$ cat src/assert_macros.svh
// ----------------------------------------------------------------------------
// assert_macros
// assertion helpers used by the rtl, compiled out when ASSERT_OFF is set
// ----------------------------------------------------------------------------
`ifndef ASSERT_MACROS_SVH
`define ASSERT_MACROS_SVH

`ifndef ASSERT_OFF

`define WTD_ASSERT_IMPLY(label, clk, rstn, ante, cons) \
    label: assert property (@(posedge clk) disable iff (!(rstn)) (ante) |-> (cons)) \
        else $error("implication check failed");

`define WTD_ASSERT_NEVER(label, clk, rstn, cond) \
    label: assert property (@(posedge clk) disable iff (!(rstn)) !(cond)) \
        else $error("forbidden condition seen");

`else

`define WTD_ASSERT_IMPLY(label, clk, rstn, ante, cons)

`define WTD_ASSERT_NEVER(label, clk, rstn, cond)

`endif

`endif

$ cat src/wtd_pkg.sv
// ----------------------------------------------------------------------------
// wtd_pkg
// types, codes and helpers of the windowed threshold detector
// ----------------------------------------------------------------------------
package wtd_pkg;

    localparam int SAMPLE_W      = 16;
    localparam int THRESHOLD_W   = 16;
    localparam int HOLDOFF_W     = 16;
    localparam int COUNT_W       = 32;
    localparam int CFG_DATA_W    = 16;
    localparam int CFG_INDEX_W   = 2;
    localparam int DEF_SAMPLE_BITS = 16;
    localparam int QUEUE_DEPTH   = 2;

    typedef enum logic [CFG_INDEX_W-1:0] {
        CFG_DETECT_ENABLE = 2'd0,
        CFG_THRESHOLD     = 2'd1,
        CFG_BLIND_TIME    = 2'd2
    } cfg_index_t;

    localparam logic [1:0] CODE_IDLE      = 2'd0;
    localparam logic [1:0] CODE_SEARCHING = 2'd1;
    localparam logic [1:0] CODE_REACHED   = 2'd2;
    localparam logic [1:0] CODE_MISSED    = 2'd3;

    typedef struct packed {
        logic [SAMPLE_W-1:0] sample;
        logic                window;
        logic                clear_inside;
        logic                clear_outside;
        logic                clear_missed;
        logic                ack_missed;
    } det_in_t;

    typedef struct packed {
        logic               rise;
        logic               fall;
        logic [1:0]         search_state;
        logic               missed_seen;
        logic [COUNT_W-1:0] inside_count;
        logic [COUNT_W-1:0] outside_count;
        logic [COUNT_W-1:0] missed_count;
    } det_out_t;

    // classified beat handed from front to back
    typedef struct packed {
        logic hit;
        logic window;
        logic clear_inside;
        logic clear_outside;
        logic clear_missed;
        logic ack_missed;
    } q_entry_t;

    typedef struct packed {
        logic full;
        logic empty;
    } q_status_t;

    typedef struct packed {
        logic                 detect_enable;
        logic [HOLDOFF_W-1:0] blind_time;
    } back_cfg_t;

    function automatic logic [COUNT_W-1:0] sat_inc(input logic [COUNT_W-1:0] v);
        return (v == {COUNT_W{1'b1}}) ? v : v + COUNT_W'(1);
    endfunction

endpackage

$ cat src/wtd_front.sv
// ----------------------------------------------------------------------------
// wtd_front
// input handshake and threshold classification of each sample beat
// ----------------------------------------------------------------------------
module wtd_front #(
    parameter int SAMPLE_BITS = wtd_pkg::DEF_SAMPLE_BITS
) (
    input  logic                                s_valid,
    output logic                                s_ready,
    input  wtd_pkg::det_in_t                    s_data,
    input  logic [wtd_pkg::THRESHOLD_W-1:0]     threshold,
    input  wtd_pkg::q_status_t                  q_status,
    output logic                                push,
    output wtd_pkg::q_entry_t                   push_entry
);
    import wtd_pkg::*;

    logic [SAMPLE_W-1:0] sample_masked;

    // sample bits at index SAMPLE_BITS and above are ignored
    always_comb begin
        for (int i = 0; i < SAMPLE_W; i++) begin
            sample_masked[i] = s_data.sample[i] & (i < SAMPLE_BITS);
        end
    end

    assign s_ready = ~q_status.full;
    assign push    = s_valid & s_ready;

    always_comb begin
        push_entry.hit           = (sample_masked >= threshold);
        push_entry.window        = s_data.window;
        push_entry.clear_inside  = s_data.clear_inside;
        push_entry.clear_outside = s_data.clear_outside;
        push_entry.clear_missed  = s_data.clear_missed;
        push_entry.ack_missed    = s_data.ack_missed;
    end

endmodule

$ cat src/wtd_queue.sv
// ----------------------------------------------------------------------------
// wtd_queue
// short fifo of classified beats between front and back
// ----------------------------------------------------------------------------
module wtd_queue (
    input  logic                aclk,
    input  logic                aresetn,
    input  logic                push,
    input  wtd_pkg::q_entry_t   push_entry,
    input  logic                pop,
    output wtd_pkg::q_entry_t   pop_entry,
    output wtd_pkg::q_status_t  status
);
    import wtd_pkg::*;

    localparam int PTR_W = $clog2(QUEUE_DEPTH);
    localparam int CNT_W = $clog2(QUEUE_DEPTH + 1);

    q_entry_t         slot_reg [QUEUE_DEPTH];
    logic [PTR_W-1:0] wr_ptr_reg, wr_ptr_next;
    logic [PTR_W-1:0] rd_ptr_reg, rd_ptr_next;
    logic [CNT_W-1:0] count_reg, count_next;

    always_comb begin
        wr_ptr_next = push ? wr_ptr_reg + PTR_W'(1) : wr_ptr_reg;
        rd_ptr_next = pop  ? rd_ptr_reg + PTR_W'(1) : rd_ptr_reg;
        count_next  = count_reg;
        if (push && !pop) begin
            count_next = count_reg + CNT_W'(1);
        end else if (pop && !push) begin
            count_next = count_reg - CNT_W'(1);
        end
    end

    always_ff @(posedge aclk) begin
        if (!aresetn) begin
            wr_ptr_reg <= '0;
            rd_ptr_reg <= '0;
            count_reg  <= '0;
        end else begin
            wr_ptr_reg <= wr_ptr_next;
            rd_ptr_reg <= rd_ptr_next;
            count_reg  <= count_next;
        end
    end

    always_ff @(posedge aclk) begin
        if (push) begin
            slot_reg[wr_ptr_reg] <= push_entry;
        end
    end

    assign pop_entry    = slot_reg[rd_ptr_reg];
    assign status.full  = (count_reg == CNT_W'(QUEUE_DEPTH));
    assign status.empty = (count_reg == '0);

endmodule

$ cat src/wtd_back.sv
// ----------------------------------------------------------------------------
// wtd_back
// edge detection, hold-off, search state, counters and output register
// ----------------------------------------------------------------------------
module wtd_back (
    input  logic                aclk,
    input  logic                aresetn,
    input  wtd_pkg::back_cfg_t  cfg,
    input  wtd_pkg::q_status_t  q_status,
    input  wtd_pkg::q_entry_t   q_entry,
    output logic                pop,
    output logic                m_valid,
    input  logic                m_ready,
    output wtd_pkg::det_out_t   m_data
);
    import wtd_pkg::*;

    typedef enum logic [3:0] {
        S_IDLE    = 4'b0001,
        S_SEARCH  = 4'b0010,
        S_REACHED = 4'b0100,
        S_MISSED  = 4'b1000
    } mode_t;

    mode_t                mode_reg, mode_next;
    logic                 prev_win_reg, prev_win_next;
    logic [HOLDOFF_W-1:0] hold_reg, hold_next;
    logic [COUNT_W-1:0]   inside_reg, inside_next;
    logic [COUNT_W-1:0]   outside_reg, outside_next;
    logic [COUNT_W-1:0]   missed_reg, missed_next;
    logic                 rise, fall, seen;
    logic                 out_valid_reg, out_valid_next;
    det_out_t             out_reg;
    logic [1:0]           mode_code;

    assign pop = ~q_status.empty & (~out_valid_reg | m_ready);

    always_comb begin
        inside_next   = q_entry.clear_inside  ? '0 : inside_reg;
        outside_next  = q_entry.clear_outside ? '0 : outside_reg;
        missed_next   = q_entry.clear_missed  ? '0 : missed_reg;
        mode_next     = mode_reg;
        prev_win_next = prev_win_reg;
        hold_next     = hold_reg;
        rise          = 1'b0;
        fall          = 1'b0;
        seen          = 1'b0;
        if (q_entry.ack_missed && mode_reg == S_MISSED) begin
            mode_next = S_IDLE;
            seen      = 1'b1;
        end
        if (cfg.detect_enable) begin
            rise          = q_entry.window & ~prev_win_reg;
            fall          = ~q_entry.window & prev_win_reg;
            prev_win_next = q_entry.window;
            if (hold_reg != '0) begin
                hold_next = hold_reg - HOLDOFF_W'(1);
            end
            if (q_entry.hit && hold_next == '0) begin
                mode_next = S_REACHED;
                hold_next = cfg.blind_time;
            end
            if (rise) begin
                mode_next = S_SEARCH;
            end else if (fall) begin
                if (mode_next == S_SEARCH) begin
                    mode_next   = S_MISSED;
                    missed_next = sat_inc(missed_next);
                end
            end else if (mode_next == S_REACHED) begin
                if (q_entry.window) begin
                    inside_next = sat_inc(inside_next);
                end else begin
                    outside_next = sat_inc(outside_next);
                end
                mode_next = S_IDLE;
            end
        end
    end

    always_comb begin
        case (mode_next)
            S_IDLE:    mode_code = CODE_IDLE;
            S_SEARCH:  mode_code = CODE_SEARCHING;
            S_REACHED: mode_code = CODE_REACHED;
            S_MISSED:  mode_code = CODE_MISSED;
            default:   mode_code = CODE_IDLE;
        endcase
    end

    always_comb begin
        if (pop) begin
            out_valid_next = 1'b1;
        end else if (m_ready) begin
            out_valid_next = 1'b0;
        end else begin
            out_valid_next = out_valid_reg;
        end
    end

    always_ff @(posedge aclk) begin
        if (!aresetn) begin
            mode_reg      <= S_IDLE;
            prev_win_reg  <= 1'b0;
            hold_reg      <= '0;
            inside_reg    <= '0;
            outside_reg   <= '0;
            missed_reg    <= '0;
            out_valid_reg <= 1'b0;
        end else begin
            out_valid_reg <= out_valid_next;
            if (pop) begin
                mode_reg     <= mode_next;
                prev_win_reg <= prev_win_next;
                hold_reg     <= hold_next;
                inside_reg   <= inside_next;
                outside_reg  <= outside_next;
                missed_reg   <= missed_next;
            end
        end
    end

    always_ff @(posedge aclk) begin
        if (pop) begin
            out_reg.rise          <= rise;
            out_reg.fall          <= fall;
            out_reg.search_state  <= mode_code;
            out_reg.missed_seen   <= seen;
            out_reg.inside_count  <= inside_next;
            out_reg.outside_count <= outside_next;
            out_reg.missed_count  <= missed_next;
        end
    end

    assign m_valid = out_valid_reg;
    assign m_data  = out_reg;

endmodule

$ cat src/windowed_threshold_detector_core.sv
// path: accepted beat -> queue slot -> back end output register -> m_data
// throughput: one sample beat per cycle while results are taken, set by the back end pop
// a two-entry queue between front and back holds up to two beats while a result stalls
// reset: aresetn synchronous active low; clears config, search state, hold-off and counters
// ----------------------------------------------------------------------------
// windowed_threshold_detector_core
// threshold detector with trigger window edge tracking, hold-off and
// saturating inside, outside and missed counters
// ----------------------------------------------------------------------------
`include "assert_macros.svh"

module windowed_threshold_detector_core #(
    parameter int SAMPLE_BITS = wtd_pkg::DEF_SAMPLE_BITS
) (
    input  logic                                aclk,
    input  logic                                aresetn,
    input  logic                                cfg_wr_en,
    input  logic [wtd_pkg::CFG_INDEX_W-1:0]     cfg_index,
    input  logic [wtd_pkg::CFG_DATA_W-1:0]      cfg_wdata,
    input  logic                                s_valid,
    output logic                                s_ready,
    input  wtd_pkg::det_in_t                    s_data,
    output logic                                m_valid,
    input  logic                                m_ready,
    output wtd_pkg::det_out_t                   m_data
);
    import wtd_pkg::*;

    logic                   detect_enable_reg;
    logic [THRESHOLD_W-1:0] threshold_reg;
    logic [HOLDOFF_W-1:0]   blind_time_reg;
    back_cfg_t              back_cfg;
    q_status_t              q_status;
    q_entry_t               push_entry, pop_entry;
    logic                   push, pop;

    always_ff @(posedge aclk) begin
        if (!aresetn) begin
            detect_enable_reg <= 1'b0;
            threshold_reg     <= '0;
            blind_time_reg    <= '0;
        end else if (cfg_wr_en) begin
            case (cfg_index_t'(cfg_index))
                CFG_DETECT_ENABLE: detect_enable_reg <= cfg_wdata[0];
                CFG_THRESHOLD:     threshold_reg     <= THRESHOLD_W'(cfg_wdata);
                CFG_BLIND_TIME:    blind_time_reg    <= HOLDOFF_W'(cfg_wdata);
                default: ;
            endcase
        end
    end

    assign back_cfg.detect_enable = detect_enable_reg;
    assign back_cfg.blind_time    = blind_time_reg;

    wtd_front #(
        .SAMPLE_BITS(SAMPLE_BITS)
    ) u_front (
        .s_valid    (s_valid),
        .s_ready    (s_ready),
        .s_data     (s_data),
        .threshold  (threshold_reg),
        .q_status   (q_status),
        .push       (push),
        .push_entry (push_entry)
    );

    wtd_queue u_queue (
        .aclk       (aclk),
        .aresetn    (aresetn),
        .push       (push),
        .push_entry (push_entry),
        .pop        (pop),
        .pop_entry  (pop_entry),
        .status     (q_status)
    );

    wtd_back u_back (
        .aclk     (aclk),
        .aresetn  (aresetn),
        .cfg      (back_cfg),
        .q_status (q_status),
        .q_entry  (pop_entry),
        .pop      (pop),
        .m_valid  (m_valid),
        .m_ready  (m_ready),
        .m_data   (m_data)
    );

    `WTD_ASSERT_IMPLY(a_pop_needs_entry, aclk, aresetn, pop, !q_status.empty)
    `WTD_ASSERT_IMPLY(a_full_blocks_input, aclk, aresetn, q_status.full, !s_ready)
    `WTD_ASSERT_NEVER(a_no_double_edge, aclk, aresetn, m_valid && m_data.rise && m_data.fall)
    `WTD_ASSERT_IMPLY(a_disabled_no_edge, aclk, aresetn, m_valid && !detect_enable_reg, !m_data.rise && !m_data.fall)

endmodule

$ cat config.mk
export PLATFORM = sky130hd
export DESIGN_NAME = windowed_threshold_detector_core
export DESIGN_NICKNAME = d
export VERILOG_FILES = /design/src/wtd_pkg.sv /design/src/wtd_front.sv /design/src/wtd_queue.sv /design/src/wtd_back.sv /design/src/windowed_threshold_detector_core.sv
export VERILOG_INCLUDE_DIRS = /design/src /design/src/src
export SDC_FILE = /design/constraint.sdc
export NUM_CORES = 1
export LEC_CHECK = 0
export BUFFER_PORTS_ARGS = -buffer_cell sky130_fd_sc_hd__buf_2
export CORE_UTILIZATION = 54
export CTS_CLUSTER_SIZE = 28
export DETAILED_ROUTE_END_ITERATION = 8
export HOLD_SLACK_MARGIN = 0.08
export PLACE_DENSITY = 0.76
export SETUP_SLACK_MARGIN = 0.4
export SLEW_MARGIN = 20
export SYNTH_ARGS = -nofsm -noshare
export SYNTH_HDL_FRONTEND = slang
export SYNTH_SLANG_ARGS = --single-unit
$ cat constraint.sdc
create_clock -name aclk -period 4.7 [get_ports aclk]
set_clock_uncertainty 0.15 [all_clocks]
set_input_delay 0.47 -clock aclk [delete_from_list [all_inputs] [get_ports aclk]]
set_output_delay 0.47 -clock aclk [all_outputs]
set_load 0.05 [all_outputs]
Yosys cells after proc, flatten, opt, wreduce, memory -nomap -nowiden
Memories as Yosys holds them, arrays and structs flattened. A register that Yosys moved wholly into a read port is not among the register bits.
Cells that the tools add are included.

operators by class
  $add $sub $neg = 8
  multiply operators = 0
  div/mod/pow operators = 0
  order comparisons = 1
  equality and inequality tests = 12
  shifts and indexed selects = 0
  multiplexer cells = 41
  bitwise operators = 10
  reduce and logical (&&, ||, !) cells = 16

operators by type and width
  kind                                                                  number
  32-bit 2-to-1 mux                                                     20
  32-bit by 1-bit adder with 32-bit output, second input constant       3
  32-bit == test, second input constant                                 3
  16-bit 2-to-1 mux                                                     3
  4-bit 2-to-1 mux                                                      8
  16-bit >= comparator                                                  1
  16-bit logical NOT                                                    1
  16-bit nonzero test                                                   1
  16-bit by 1-bit subtractor with 16-bit output, second input constant  1
  4-bit by 2-bit == test with 1-bit output, second input constant       2
  4-bit by 3-bit == test with 1-bit output, second input constant       2
  4-bit == test, second input constant                                  2
  2-bit AND reduction                                                   4
  1-bit 2-to-1 mux                                                      7
  2-bit one-hot mux with 3 select lines                                 1
  1-bit NOT                                                             5
  1-bit AND                                                             4
  2-bit == test, second input constant                                  2
  1-bit logical AND                                                     4
  2-bit logical NOT                                                     2
  2-bit 2-to-1 mux                                                      2
  2-bit nonzero test                                                    2
  1-bit adder, second input constant                                    2
  2-bit by 1-bit adder with 2-bit output, second input constant         1
  other kinds (4)                                                       5

word-level totals
  bits in registers = 256
  latch bits = 0
  bits in writable memories = 12
  bits in read-only memories = 0
  bits of input ports = 44
  output and inout port bits = 103
  logic and storage cells = 109
  memories kept = 1

memories
  memory            depth  width  read ports  clocked after Yosys merged registers in  write ports  line             text
  u_queue.slot_reg  2      6      1           1                                        1            wtd_queue.sv:19  q_entry_t slot_reg [QUEUE_DEPTH];

Logic depth before layout (Yosys ltp)
  word-level depth = 14
  gate-level depth with buffers = 16

By module
Synthesis repeated with hierarchy kept, for this count alone.

unflattened totals
  cells, all modules = 1532
  area total of the unflattened synthesis = 14148.6 um2

modules (own cells, without submodules)
  module                            instances  cells each  area an instance (um2)  sequential area each (um2)
  wtd_back                          1          1301        11775.0                 5395.2
  windowed_threshold_detector_core  1          127         1283.7                  660.6
  wtd_queue                         1          41          650.6                   460.4
  wtd_front                         1          63          439.2                   0.0

Least setup slack after synthesis
Ideal clock, no wire load.

  kind = flip-flop to flip-flop
  start point = reg u_back.out_valid_reg (netlist: u_back.m_valid)
  end point = reg u_back.mode_reg[3]
  library setup time = 77 ps
  arrival time = 4848 ps
  path slack = -375 ps
  cell stages (with the launch flop) = 8
  period minus slack after synthesis = 5075 ps
  path through = dfxtp_1 nor2b_1 or2_2 inv_1 clkbuf_1 clkbuf_1 o21ai_0 a21oi_1

between the ends
  word-level cells in the longest chain between the ends = 3

ends and longest elaborated chain
  item                      line                                    text
  start: declaration        wtd_back.sv:32                          logic out_valid_reg, out_valid_next;
  start signal: assignment  wtd_back.sv:111                         out_valid_reg <= out_valid_next;
  1-bit NOT                 wtd_back.sv:36                          assign pop = ~q_status.empty & (~out_valid_reg | m_ready);
  1-bit bitwise OR          wtd_back.sv:36
  1-bit AND                 wtd_back.sv:36
  named net pop             windowed_threshold_detector_core.sv:35  logic push, pop;
  end signal: assignment    wtd_back.sv:113                         mode_reg <= mode_next;
  end: declaration          wtd_back.sv:25                          mode_t mode_reg, mode_next;

The timed path passes the listed nets, and every way through them passes these cells.
A chain may end at the register's enable or synchronous reset.

Worst setup path after layout
  start point = reg u_back.hold_reg[0]
  end point = reg u_back.out_reg (netlist bit u_back.m_data[98]), data pin

between the ends
  word-level cells in the longest chain between the ends = 14
  elaborated cells between the ends (all ways) = 19
  classes of those cells = add/sub: 1; eq/ne: 5; mux: 10; reduce/logical: 3

ends and longest elaborated chain
  item                                                                                                         line                            text
  start: declaration                                                                                           wtd_back.sv:27                  logic [HOLDOFF_W-1:0] hold_reg, hold_next;
  start signal: assignment                                                                                     wtd_back.sv:115                 hold_reg <= hold_next;
  16-bit by 1-bit subtractor with 16-bit output / 16-bit nonzero test (equally long branches)                  wtd_back.sv:57, wtd_back.sv:56
  16-bit 2-to-1 mux *                                                                                          wtd_back.sv:56                  if (hold_reg != '0) begin
  16-bit 2-to-1 mux *                                                                                          wtd_back.sv:52                  if (cfg.detect_enable) begin
  16-bit logical NOT *                                                                                         wtd_back.sv:59                  if (q_entry.hit && hold_next == '0) begin
  1-bit logical AND *                                                                                          wtd_back.sv:59
  4-bit 2-to-1 mux *                                                                                           wtd_back.sv:59
  4-bit 2-to-1 mux *                                                                                           wtd_back.sv:52
  4-bit by 3-bit == test with 1-bit output / 4-bit by 2-bit == test with 1-bit output (equally long branches)  wtd_back.sv:70, wtd_back.sv:66
  4-bit 2-to-1 mux (on tied branches)                                                                          wtd_back.sv:70, wtd_back.sv:66
  4-bit 2-to-1 mux *                                                                                           wtd_back.sv:65                  end else if (fall) begin
  4-bit 2-to-1 mux *                                                                                           wtd_back.sv:63                  if (rise) begin
  4-bit 2-to-1 mux *                                                                                           wtd_back.sv:52
  4-bit == test, or another cell as far along                                                                  wtd_back.sv:82                  case (mode_next)
  2-bit one-hot mux with 3 select lines *                                                                      wtd_back.sv:82
  named net u_back.mode_code[1]                                                                                wtd_back.sv:34                  logic [1:0] mode_code;
  end: declaration                                                                                             wtd_back.sv:33                  det_out_t out_reg;

Mark *: on every way through the listed nets, which the timed path passes. The rest lies on a longest branch. The select of a mux whose other input is x is not followed.

==> summary.md <==
| Metric | Value |
|---|---|
| Max incr delay on CP | `530 ps` |
| Run status | `complete, no violations` |
| Fraction of the mapped netlist area in compound gates | `16.4%` |
| CP top delay family | `simple AND/OR/NAND/NOR gates` |
| Max Freq | `248 MHz` |
| Number of cells on the worst reg-to-reg path | `10` |
| Post-Synth XOR/XNOR Area | `3.33%` |
| Final ANT Viol Nets | `0` |
| Hold Path Sink | `u_back.m_valid` |
| Vias in the first global route | `12,500` |
| Top-Level Pins | `147` |
| Vias/cell | `6.18` |
| Simple-gate share of the synthesized area | `28.3%` |
| Min-Delay Path Class | `input port to flip-flop` |
| Global routing's busiest layer | `met2` |
| R2r startpoint | `u_back.hold_reg[0]` |
| Crit path DAT | `4170 ps` |
| Setup bufs post-CTS | `0` |
| Clock share of power | `24.9%` |
| Worst-Margin Slew | `895 ps` |
| Sequential group share of total power | `37.1%` |
| Total Power | `8.55 mW` |
| Main synth FF type | `dfxtp_1` |
| Post-synthesis register bit count | `269` |
| Initial antenna violation count | `1` |
| Fin cells | `2,171` |
| M2 GR Usage | `45.3%` |
| First-pass GRT wire length | `62,300 µm` |
| CTS Buf Count | `28` |
| Hold Crit Start | `m_ready` |
| P_int | `4.81 mW` |
| Die area | `0.0280 mm²` |
| Pwr Density | `509 mW/mm²` |
| Distinct cell type count after synthesis | `86` |
| Main combinational cell family by area after synthesis | `simple AND/OR/NAND/NOR gates` |
| Crit path required time | `4850 ps` |
| Combinational power share | `38.0%` |
| Final nets | `1,872` |
| Core Footprint | `0.0269 mm²` |
| Yosys Warn Count | `0` |
| EDFF count, synth | `113` |
| Filler Cell Count | `2,288` |
| RePlAce Congestion | `0.865` |
| Fin crit period | `4030 ps` |
| CTS tree | `built` |
| Largest net degree at the start of global routing | `70` |
| CP Class | `flip-flop to flip-flop` |
| R2R setup slack | `670 ps` |
| Worst-path fanout max | `25` |
| Max reg flops | `101` |
| Dpl cells | `2,096` |
| CTS H-tree lvls | `1` |
| Mux share of post-synthesis cell area | `1.83%` |
| Routed wire per std cell | `17.7 µm` |
| Max-cap violation count | `0` |
| Initial Util | `54.8%` |
| Final setup fails | `0` |
| Ys async rst share | `0%` |
| CP startpoint | `u_back.hold_reg[0]` |
| Met1 usage | `36.5%` |
| Port bufs | `146` |
| Period Utilization, post-route | `85.7%` |
| Switching Fraction | `43.7%` |
| P_sw | `3.74 mW` |
| Post-Syn Nets | `1,768` |
| Post-layout util | `62.5%` |
| Hpwl dp | `25,100 µm` |
| Deepest clock path buffer count | `3` |
| Pleak | `5.84 nW` |
| Reg2reg end | `u_back.m_data[98]` |
| M3 GR Usage | `3.24%` |
| Slowest CP cell | `or3b_1` |
| Crit start category | `flip-flop` |
| Worst path most repeated cell | `or3b_1` |
| Unrepaired setup endpoints after global routing | `false` |
| Num rows | `60` |
| Clk sinks | `269` |
| Final Hold Violating Endpoints | `0` |
| Adder-cell share of the synthesized area | `1.78%` |
| Worst-path cell chain | `inv_1 > ha_1 > or3b_1 > nor4_4 > mux2i_1 > and2_1 > and4_4 > nor2_1 > or3b_1 > o2111a_1` |
| VDD IR max | `0.362 mV` |
| Average size of a mapped cell | `8.65 µm²` |
| Setup TNS | `0 ps` |
| Die W | `167 µm` |
| GRT overflow | `0` |
| DRC Markers | `0` |
| Gr usage total | `26.9%` |
| Root Buffer | `clkbuf_16` |
| DR vias | `13,400` |
| Layout cells sized above 1 | `15.0%` |
| Setup crit end kind | `flip-flop` |
| Hold path cells | `4` |
| Clock slew at reported path FFs | `60 ps` |
| Final WL | `38,500 µm` |
| Final Max Tran Viols | `0` |
| DR pass1 iterations | `8` |
| Hold Slack | `143 ps` |
| Area grow syn2layout | `13.9%` |
| Synthesized cell area | `0.0147 mm²` |
| Slew Limit Headroom | `40.4%` |
| Synthesized instance count | `1,703` |
| Drt initial violations | `1,306` |
| Register area share after synthesis | `44.2%` |
| Worst skew pair latency | `560 ps` |
| Die H | `167 µm` |
| WP buf/inv | `1` |
==> metrics by stage <==
stage | area, µm² | worst slack [ps]
finish | 16800 | 673
global route | 16800 | 410
CTS | 16800 | 594
detailed placement | 15700 | 415
global placement | 15700 | 517
floorplan | 14700 | 1000
==> kinds of logic (layout without fill, tap and decap cells) <==
logic type	Yosys count	count (layout)
other cells	0	1
simple gates	817	818
flops	269	269
buf+inv	153	278
xor+xnor	56	56
mux	26	26
compound gates	361	361
fa+ha+maj	21	21
==> layout make-up <==
class	instances	area [µm²]	area share (%)
Multi-Input combinational cell	1282	7690	45.8
Sequential cell	269	6520	38.8
Clock buffer	43	828	4.93
Tap cell	341	427	2.54
Antenna cell	1	2.50	0.0149
Inverter	38	146	0.872
Timing Repair Buffer	188	1120	6.69
Clock inverter	9	50.0	0.298
==> what timing repair did <==
item,CTS,global route
resized for setup,0,3
gates cloned,1,0
setup endpoints to repair,2,7
hold endpoints to repair,43,0
hold buffers,21,0
==> placed cells by master, fill, tap and decap left out, types with 13 or more instances in the layout <==
| cell | n |
|---|---|
| nand2_1 | 292 |
| inv_1 | 36 |
| and2_1 | 38 |
| a211oi_1 | 13 |
| a21o_1 | 25 |
| nor3_1 | 27 |
| a21oi_1 | 93 |
| clkbuf_16 | 29 |
| and3_1 | 23 |
| nand3b_1 | 16 |
| mux2i_1 | 16 |
| or4_1 | 34 |
| nand4_1 | 56 |
| ha_1 | 21 |
| xnor2_1 | 34 |
| buf_2 | 146 |
| o21ai_0 | 42 |
| dfxtp_1 | 156 |
| dlygate4sd3_1 | 21 |
| edfxtp_1 | 113 |
| xor2_1 | 22 |
| or3_1 | 22 |
| nand3_1 | 94 |
| nor2_1 | 133 |
| o211ai_1 | 22 |
| a31oi_1 | 58 |
| buf_4 | 19 |
==> per-layer routing <==
metal  vias up  routed length [µm]  share of wire [%]
met4         0                 812                2.1
met5         -                   0                  0
met1      6316               16800                 44
met2       547               18000                 47
li1       6479                   -                  -
met3        73                2800                7.3
==> power groups by stage <==
stage | sequential (mW) | clock (mW) | combinational (mW)
floorplan | 4.50 | 0 | 1.11
global placement | 3.21 | 0 | 3.18
detailed placement | 3.22 | 0 | 3.19
CTS | 3.17 | 2.15 | 3.23
global route | 3.21 | 2.25 | 3.42
finish | 3.17 | 2.13 | 3.25
==> cell usage after synthesis, types with 13 or more instances <==
| cell type | count | area share (%) |
|---|---|---|
| xnor2_1 | 34 | 2.0 |
| inv_1 | 38 | 0.97 |
| nand3b_1 | 16 | 0.82 |
| nor2_1 | 133 | 3.4 |
| dfxtp_1 | 156 | 21 |
| and3_1 | 23 | 0.98 |
| nor3_1 | 27 | 0.92 |
| nand4_1 | 56 | 2.4 |
| nand2_1 | 292 | 7.4 |
| a31oi_1 | 58 | 2.5 |
| and2_1 | 38 | 1.6 |
| xor2_1 | 22 | 1.3 |
| or3_1 | 22 | 0.93 |
| nor4_1 | 13 | 0.55 |
| a21oi_1 | 93 | 3.2 |
| ha_1 | 21 | 1.8 |
| nand3_1 | 94 | 3.2 |
| o21ai_0 | 42 | 1.4 |
| edfxtp_1 | 113 | 23 |
| or4_1 | 34 | 1.7 |
| a211oi_1 | 13 | 0.66 |
| mux2i_1 | 19 | 1.3 |
| a21o_1 | 25 | 1.3 |
| o211ai_1 | 22 | 1.1 |
| clkbuf_1 | 92 | 2.3 |
==> worst max-delay path by stage <==
stage / endpoint / slack, ps / cells after the start
3_5_place_dp: u_back.inside_reg[5] / 420 / 10
6_report: u_back.m_data[98] / 670 / 10
2_1_floorplan: u_back.m_data[69] / 1000 / 15
3_3_place_gp: u_back.inside_reg[10] / 520 / 10
4_1_cts: u_back.m_data[29] / 590 / 8
5_1_grt: u_back.inside_reg[24] / 410 / 11
==> worst register-to-register path: stages, from the launching register on <==
cell and delay [ps]:
dfxtp_1 330, inv_1 110, ha_1 310, or3b_1 530, nor4_4 340, mux2i_1 320, and2_1 270, and4_4 530
nor2_1 230, or3b_1 420, o2111a_1 240
No activity file was read; power rests on OpenSTA's default activity.
